File: config.mk
export PLATFORM = sky130hd
export DESIGN_NAME = radix_number_parser_core_flat
export DESIGN_NICKNAME = d
export VERILOG_FILES = /design/src/rtl/rnp_pkg.sv /design/src/rtl/rnp_char_if.sv /design/src/rtl/rnp_result_if.sv /design/src/rtl/rnp_step.sv /design/src/rtl/radix_number_parser_core.sv /design/src/flat_wrapper.sv
export VERILOG_INCLUDE_DIRS = /design/src /design/src/rtl
export SDC_FILE = /design/constraint.sdc
export NUM_CORES = 1
export LEC_CHECK = 0
export BUFFER_PORTS_ARGS = -buffer_cell sky130_fd_sc_hd__buf_2
export CAP_MARGIN = 20
export CELL_PAD_IN_SITES_DETAIL_PLACEMENT = 1
export CELL_PAD_IN_SITES_GLOBAL_PLACEMENT = 1
export CORE_ASPECT_RATIO = 0.75
export CORE_MARGIN = 4
export CORE_UTILIZATION = 45
export CTS_BUF_LIST = sky130_fd_sc_hd__clkbuf_16
export DETAILED_ROUTE_END_ITERATION = 12
export GPL_ROUTABILITY_DRIVEN = 0
export GPL_TIMING_DRIVEN = 0
export MAX_ROUTING_LAYER = met4
export PLACE_DENSITY = 0.91
export SYNTH_ARGS = -nofsm -noshare
export SYNTH_HDL_FRONTEND = slang
export SYNTH_SLANG_ARGS = --single-unit
File: constraint.sdc
create_clock -name i_clk -period 9.5 [get_ports i_clk]
set_clock_uncertainty 0.15 [all_clocks]
set_input_delay 1.9 -clock i_clk [delete_from_list [all_inputs] [get_ports i_clk]]
set_output_delay 1.9 -clock i_clk [all_outputs]
set_load 0.02 [all_outputs]
File: src/rtl/radix_number_parser_core_defines.svh
// ---------------------------------------------------------------------------
// radix number parser assertion macros
// concurrent assertion helpers used by radix_number_parser_core
// ---------------------------------------------------------------------------
`ifndef RADIX_NUMBER_PARSER_CORE_DEFINES_SVH
`define RADIX_NUMBER_PARSER_CORE_DEFINES_SVH

// same-cycle implication, checked outside reset
`define RNP_ASSERT_IMPL(label, clk, rst_n, ante, cons) \
    label: assert property (@(posedge clk) disable iff (!rst_n) (ante) |-> (cons)) \
        else $error("rnp assertion failed");

// next-cycle implication, checked outside reset
`define RNP_ASSERT_NEXT(label, clk, rst_n, ante, cons) \
    label: assert property (@(posedge clk) disable iff (!rst_n) (ante) |=> (cons)) \
        else $error("rnp assertion failed");

`endif

File: src/rtl/rnp_pkg.sv
// ---------------------------------------------------------------------------
// rnp_pkg
// shared widths, character codes and parser state type
// ---------------------------------------------------------------------------
`default_nettype none

package rnp_pkg;

    localparam int CHAR_W      = 8;
    localparam int VALUE_W     = 64;
    localparam int CONS_W      = 8;
    localparam int RADIX_W     = 6;
    localparam int DIGIT_W     = 6;
    localparam int MAX_LEN     = 255;
    localparam int POS_W       = $clog2(MAX_LEN + 1);
    localparam int CONS_MAX    = (2 ** CONS_W) - 1;

    localparam int RADIX_MIN   = 2;
    localparam int RADIX_MAX   = 36;
    localparam int RADIX_RESET = 10;
    localparam int DIGIT_BAD   = 37;
    localparam int DIGIT_ALPHA = 10;

    localparam logic [CHAR_W-1:0] CH_0     = 8'h30;
    localparam logic [CHAR_W-1:0] CH_9     = 8'h39;
    localparam logic [CHAR_W-1:0] CH_UA    = 8'h41;
    localparam logic [CHAR_W-1:0] CH_UZ    = 8'h5A;
    localparam logic [CHAR_W-1:0] CH_LA    = 8'h61;
    localparam logic [CHAR_W-1:0] CH_LZ    = 8'h7A;
    localparam logic [CHAR_W-1:0] CH_PLUS  = 8'h2B;
    localparam logic [CHAR_W-1:0] CH_MINUS = 8'h2D;

    typedef struct packed {
        logic [VALUE_W-1:0] acc;
        logic [POS_W-1:0]   pos;
        logic               neg;
        logic               stopped;
    } t_state;

endpackage

`default_nettype wire

File: src/rtl/rnp_char_if.sv
// ---------------------------------------------------------------------------
// rnp_char_if
// character channel: valid, ready, character code and last flag
// ---------------------------------------------------------------------------
`default_nettype none

interface rnp_char_if;
    import rnp_pkg::*;

    logic              valid;
    logic              ready;
    logic [CHAR_W-1:0] char_code;
    logic              is_last;

    modport source (output valid, output char_code, output is_last, input ready);
    modport sink   (input valid, input char_code, input is_last, output ready);
endinterface

`default_nettype wire

File: src/rtl/rnp_result_if.sv
// ---------------------------------------------------------------------------
// rnp_result_if
// result channel: valid, ready, parsed value and consumed count
// ---------------------------------------------------------------------------
`default_nettype none

interface rnp_result_if;
    import rnp_pkg::*;

    logic               valid;
    logic               ready;
    logic [VALUE_W-1:0] value;
    logic [CONS_W-1:0]  consumed;

    modport source (output valid, output value, output consumed, input ready);
    modport sink   (input valid, input value, input consumed, output ready);
endinterface

`default_nettype wire

File: src/rtl/rnp_step.sv
// ---------------------------------------------------------------------------
// rnp_step
// one character step: digit decode, sign handling and multiply-accumulate
// ---------------------------------------------------------------------------
`default_nettype none

module rnp_step (
    input  rnp_pkg::t_state                 i_state,
    input  logic [rnp_pkg::CHAR_W-1:0]      i_char_code,
    input  logic                            i_is_last,
    input  logic [rnp_pkg::RADIX_W-1:0]     i_radix,
    output rnp_pkg::t_state                 o_state,
    output logic [rnp_pkg::VALUE_W-1:0]     o_value,
    output logic [rnp_pkg::CONS_W-1:0]      o_consumed
);
    import rnp_pkg::*;

    logic [DIGIT_W-1:0]   digit;
    logic [VALUE_W-1:0]   digit_ext;
    logic [37:0]          prod_lo;
    logic [31:0]          prod_hi;
    logic [VALUE_W-1:0]   mac;
    t_state               s;

    always_comb begin
        if (i_char_code inside {[CH_0:CH_9]}) begin
            digit = DIGIT_W'(i_char_code - CH_0);
        end else if (i_char_code inside {[CH_UA:CH_UZ]}) begin
            digit = DIGIT_W'(i_char_code - CH_UA) + DIGIT_W'(DIGIT_ALPHA);
        end else if (i_char_code inside {[CH_LA:CH_LZ]}) begin
            digit = DIGIT_W'(i_char_code - CH_LA) + DIGIT_W'(DIGIT_ALPHA);
        end else begin
            digit = DIGIT_W'(DIGIT_BAD);
        end
    end

    // negative strings accumulate downward so the result needs no negation
    assign digit_ext = i_state.neg ? (VALUE_W'(0) - VALUE_W'(digit)) : VALUE_W'(digit);
    assign prod_lo   = i_state.acc[31:0] * i_radix;
    assign prod_hi   = 32'(i_state.acc[63:32] * i_radix);
    assign mac       = {prod_hi + 32'(prod_lo[37:32]), prod_lo[31:0]} + digit_ext;

    always_comb begin
        s = i_state;
        if (!i_state.stopped) begin
            if (i_state.pos == '0 && (i_char_code == CH_PLUS || i_char_code == CH_MINUS)) begin
                s.neg = (i_char_code == CH_MINUS);
                if (32'(i_state.pos) < 32'(MAX_LEN)) begin
                    s.pos = i_state.pos + 1'b1;
                end
            end else if (digit >= i_radix) begin
                s.stopped = 1'b1;
            end else begin
                s.acc = mac;
                if (32'(i_state.pos) < 32'(MAX_LEN)) begin
                    s.pos = i_state.pos + 1'b1;
                end
            end
        end
    end

    assign o_value    = s.acc;
    assign o_consumed = (32'(s.pos) > 32'(CONS_MAX)) ? CONS_W'(CONS_MAX) : CONS_W'(s.pos);
    assign o_state    = i_is_last ? t_state'('0) : s;

endmodule

`default_nettype wire

File: src/rtl/radix_number_parser_core.sv
// ---------------------------------------------------------------------------
// radix_number_parser_core
// streaming ascii to integer conversion in a configurable base 2..36
// result path: a last character is held in the input register, then its result is registered when the output is free
// throughput: one character per cycle unless a last character waits on a busy result, set by the multiply-add loop
// reset: synchronous active low, radix returns to 10 and string state clears
// ---------------------------------------------------------------------------
`default_nettype none
`include "radix_number_parser_core_defines.svh"

module radix_number_parser_core (
    input  logic                            i_clk,
    input  logic                            i_rst_n,
    input  logic                            i_cfg_we,
    input  logic [rnp_pkg::RADIX_W-1:0]     i_cfg_wdata,
    rnp_char_if.sink                        i_char,
    rnp_result_if.source                    o_result
);
    import rnp_pkg::*;

    logic [RADIX_W-1:0] r_radix;
    logic [RADIX_W-1:0] n_radix;
    logic               r_in_valid;
    logic [CHAR_W-1:0]  r_in_char;
    logic               r_in_last;
    t_state             r_state;
    t_state             n_state;
    logic               r_out_valid;
    logic [VALUE_W-1:0] r_out_value;
    logic [CONS_W-1:0]  r_out_consumed;
    logic [VALUE_W-1:0] n_value;
    logic [CONS_W-1:0]  n_consumed;

    logic out_free;
    logic adv;
    logic in_take;

    assign out_free = !r_out_valid || o_result.ready;
    assign adv      = r_in_valid && (!r_in_last || out_free);
    assign i_char.ready = !r_in_valid || adv;
    assign in_take  = i_char.valid && i_char.ready;

    // out-of-range bases are clamped at write time
    always_comb begin
        if (i_cfg_wdata < RADIX_W'(RADIX_MIN)) begin
            n_radix = RADIX_W'(RADIX_MIN);
        end else if (i_cfg_wdata > RADIX_W'(RADIX_MAX)) begin
            n_radix = RADIX_W'(RADIX_MAX);
        end else begin
            n_radix = i_cfg_wdata;
        end
    end

    rnp_step u_step (
        .i_state     (r_state),
        .i_char_code (r_in_char),
        .i_is_last   (r_in_last),
        .i_radix     (r_radix),
        .o_state     (n_state),
        .o_value     (n_value),
        .o_consumed  (n_consumed)
    );

    always_ff @(posedge i_clk) begin
        if (!i_rst_n) begin
            r_radix     <= RADIX_W'(RADIX_RESET);
            r_in_valid  <= 1'b0;
            r_state     <= '0;
            r_out_valid <= 1'b0;
        end else begin
            if (i_cfg_we) begin
                r_radix <= n_radix;
            end
            if (in_take) begin
                r_in_valid <= 1'b1;
            end else if (adv) begin
                r_in_valid <= 1'b0;
            end
            if (adv) begin
                r_state <= n_state;
            end
            if (adv && r_in_last) begin
                r_out_valid <= 1'b1;
            end else if (o_result.ready) begin
                r_out_valid <= 1'b0;
            end
        end
    end

    always_ff @(posedge i_clk) begin
        if (in_take) begin
            r_in_char <= i_char.char_code;
            r_in_last <= i_char.is_last;
        end
        if (adv && r_in_last) begin
            r_out_value    <= n_value;
            r_out_consumed <= n_consumed;
        end
    end

    assign o_result.valid    = r_out_valid;
    assign o_result.value    = r_out_value;
    assign o_result.consumed = r_out_consumed;

    `RNP_ASSERT_IMPL(a_radix_range, i_clk, i_rst_n, 1'b1, r_radix >= RADIX_W'(RADIX_MIN) && r_radix <= RADIX_W'(RADIX_MAX))
    `RNP_ASSERT_NEXT(a_stall_holds, i_clk, i_rst_n, r_in_valid && !adv, r_in_valid && $stable(r_in_char) && $stable(r_in_last))
    `RNP_ASSERT_NEXT(a_last_gives_result, i_clk, i_rst_n, adv && r_in_last, r_out_valid)
    `RNP_ASSERT_NEXT(a_last_clears_state, i_clk, i_rst_n, adv && r_in_last, r_state.pos == '0 && !r_state.stopped && !r_state.neg)

endmodule

`default_nettype wire
File: src/flat_wrapper.sv
// flat-port wrapper written by rule: the top's interface ports become plain ports
module radix_number_parser_core_flat import rnp_pkg::*;
  (i_clk, i_rst_n, i_cfg_we, i_cfg_wdata, i_char_valid, i_char_char_code, i_char_is_last, i_char_ready, o_result_valid, o_result_value, o_result_consumed, o_result_ready);
  rnp_char_if i_char_i ();
  rnp_result_if o_result_i ();
  input  logic i_clk;
  input  logic i_rst_n;
  input  logic i_cfg_we;
  input  logic [rnp_pkg::RADIX_W-1:0] i_cfg_wdata;
  input wire logic [$bits(i_char_i.valid)-1:0] i_char_valid;
  input wire logic [$bits(i_char_i.char_code)-1:0] i_char_char_code;
  input wire logic [$bits(i_char_i.is_last)-1:0] i_char_is_last;
  output wire logic [$bits(i_char_i.ready)-1:0] i_char_ready;
  output wire logic [$bits(o_result_i.valid)-1:0] o_result_valid;
  output wire logic [$bits(o_result_i.value)-1:0] o_result_value;
  output wire logic [$bits(o_result_i.consumed)-1:0] o_result_consumed;
  input wire logic [$bits(o_result_i.ready)-1:0] o_result_ready;
  assign i_char_i.valid = i_char_valid;
  assign i_char_i.char_code = i_char_char_code;
  assign i_char_i.is_last = i_char_is_last;
  assign i_char_ready = i_char_i.ready;
  assign o_result_valid = o_result_i.valid;
  assign o_result_value = o_result_i.value;
  assign o_result_consumed = o_result_i.consumed;
  assign o_result_i.ready = o_result_ready;
  radix_number_parser_core u_core (.i_clk(i_clk), .i_rst_n(i_rst_n), .i_cfg_we(i_cfg_we), .i_cfg_wdata(i_cfg_wdata), .i_char(i_char_i), .o_result(o_result_i));
endmodule
==> results.cfg <==
[cts]
numCtsBuffers = 17
insertion_delay_ps = 530
path_clk_slew_ps = 80
clock_path_buffers = 2
cts_tree = done
cts.sink_count = 163
root_buffer = clkbuf_16
htree_levels = 4

[worst_setup_path]
rr_worst_depth = 41
cp-end-kind = flip-flop
startpoint_type = flip-flop
critical_path_class = reg -> reg
cp_max_fo = 8
critPathArrivalTime_ps = 10700
crit_buf_inv = 6
slowest_stage = fa_1
cpMostUsedCell = fa_1
r2r_start = u_core.r_radix[5]
critical-path-max-stage-delay_ps = 660
startpoint = u_core.r_radix[5]
crit_family = compound AO/OA/AOI/OAI gates
critPathRequiredTime_ps = 9570
worstSetupEndpoint = u_core.o_result.value[57]
cp.depth = 41
ff2ff_setup_slack_ps = -1130
r2r_end = u_core.o_result.value[57]

[synth]
ys_types = 83
syn_area_sq_um = 22260
syn_nets = 3075
synth-edff-count = 81
ys.flop_type = dfxtp_1
synth_most_common_cell = nand2_1
synth-xor-area-share_pct = 5.452
synth_area_leader_cell = fa_1
synthSimpleGateAreaFrac_pct = 19.61
synthAdderAreaFrac_pct = 31.67
yosys.area.top_type_share_pct = 21.04
synth_warnings = 0
yosysSeqAreaShare_pct = 18.30
synth_top_family_by_area = adder cells
synth.avg_cell_area_sq_um = 8.457
synthCells = 2632
synth.area.top_cells = fa_1 21%, edfxtp_1 11%, ha_1 11%
yosys_register_bits = 163
synth_commonest_cells = 394 x nand2_1, 313 x inv_1, 234 x fa_1
synth-async-reset-ratio_pct = 0
synth_compound_area_share_pct = 16.85
synth_mux_area_share_pct = 0.5227

[route]
detail_route.first_pass.iterations = 11
routed_wl_mm = 109.8
ant_nets = 0
drc = 0
drt_iter0_markers = 3662
drt-wirelength-per-cell_um = 31.47
vias = 24207
vias_per_cell = 6.938

[sta]
finalHoldViolCount = 0
setup_tns_ps = -27840
finalSetupViolations = 46
rsz0062_at_grt = yes
slew_headroom_pct = 17.32
layout_setup_ws_ps = -1132
clock.fmax_ghz = 0.09406
maxSlewViolCount = 0
tightest_slew_ps = 1240
fin_crit_sh_pct = 111.9
post-route-min-period_ps = 10630

[placed_design]
dp_slack_ps = -1947
place_hpwl_mm = 61.32
port_buffers = 93

[grt]
grt_pass1_vias = 23944
track_usage_pct = 33.50
gr-total-overflow = 0
grt_pass1_wl_mm = 136.7
grt_start_max_net_pins = 35
antenna_found_initial = 14

[floorplan]
coreArea_sq_um = 48870
row_count = 70
io_pins = 94
die_h_um = 200.6
initial_core_util_pct = 45.55
dieArea_sq_um = 53130
die-width_um = 264.8

[final_layout]
n_fill_cell = 5707
area_growth_pct = 16.86
finish.utilization_pct = 53.23
drive_gt1_share_pct = 15.70
final_nets = 3251

[power]
power_w = 0.001852
pwr_density_cell_nw_per_um2 = 71.20
ir_worst_vdd_uv = 130.2
p_leak_nw = 12.03

[status]
violations = negative setup slack
outcome = finished with violations

[hold_path]
hold_class = reg -> reg

[run]
maxCapViolations = 0
power breakdown:
part	total [W]	switching [W]	internal, W
clock network	0.000807	0.000406	0.000401
logic	0.000285	0.000211	0.0000732
registers	0.000760	0.0000144	0.000746
timing repair:
action,in CTS,in global routing
setup buffers,27,43
endpoints found under the setup margin,52,38
hold buffers,0,0
gates cloned,0,2
pin swaps,35,101
resized for setup,150,148
flip-flops by register name, summed over array words and instances (netlist names):
register,count
u_core.o_result.value,64
u_core.o_result.consumed,8
u_core.r_in_valid,1
u_core.r_in_char,8
u_core.r_radix,6
u_core.o_result.valid,1
u_core.r_state,74
u_core.r_in_last,1
worst min path at each step:
stage,startpoint,endpoint,slack (ps),depth (start not counted)
floorplan,u_core.r_state[73],u_core.r_state[73],290,2
global placement,u_core.r_state[73],u_core.r_state[73],320,2
detailed placement,u_core.r_state[2],u_core.r_state[2],340,2
CTS,u_core.r_state[73],u_core.r_state[73],380,2
global route,u_core.r_state[2],u_core.r_state[2],440,2
finish,u_core.r_state[2],u_core.r_state[2],390,2
layout make-up:
| class | count | area (sq um) | area share, % |
|---|---|---|---|
| Antenna cell | 20 | 50.05 | 0.1924 |
| Buffer | 118 | 680.7 | 2.617 |
| Clock buffer | 17 | 425.4 | 1.635 |
| Clock inverter | 15 | 188.9 | 0.7263 |
| Inverter | 313 | 1175 | 4.516 |
| Multi-Input combinational cell | 2027 | 17500 | 67.29 |
| Sequential cell | 163 | 4098 | 15.75 |
| Tap cell | 648 | 810.8 | 3.117 |
| Timing Repair Buffer | 168 | 1081 | 4.156 |
placed cells by master, fill, tap and decap left out, types with 48 or more instances in the layout:
cell,instances
inv_1,301
edfxtp_1,81
buf_2,109
buf_4,71
clkbuf_1,64
fa_1,231
a22oi_1,48
and2_1,187
dfxtp_1,75
ha_1,160
nor2_1,83
nand2_1,390
xnor2_1,84
o21ai_0,102
a21o_1,66
nor2b_1,58
a21oi_1,122
per-stage QoR:
stage | instance area, sq um | std cells | hold slack (ps)
2_1_floorplan | 22260 | 2632 | 293.1
4_1_cts | 25050 | 3427 | 382.5
3_5_place_dp | 23610 | 3376 | 344.2
3_3_place_gp | 23540 | 3373 | 320.6
5_1_grt | 26010 | 3489 | 435.8
6_report | 26010 | 3489 | 387.1
per-layer routing:
| metal | GRT usage (%) | vias up | share of wire (%) |
|---|---|---|---|
| met2 | 52.16 | 2377 | 43 |
| met1 | 40.55 | 11713 | 34 |
| met3 | 8.124 | 1020 | 13 |
| met5 | - | - | 0 |
| met4 | 17.33 | 0 | 10 |
| li1 | - | 9097 | - |
worst min-delay path, stage by stage, from the launching register on:
cell and delay, ps:
dfxtp_1 360, nand3_1 80, nand2_1 50
cell families after synthesis:
| logic type | count (synthesis) |
|---|---|
| AND/OR/NAND/NOR | 891 |
| flip-flops | 163 |
| adder cells (fa/ha/maj) | 423 |
| AO/OA/AOI/OAI | 565 |
| buffers and inverters | 442 |
| multiplexers | 11 |
| XOR/XNOR | 137 |
No activity file was read; power rests on OpenSTA's default activity.
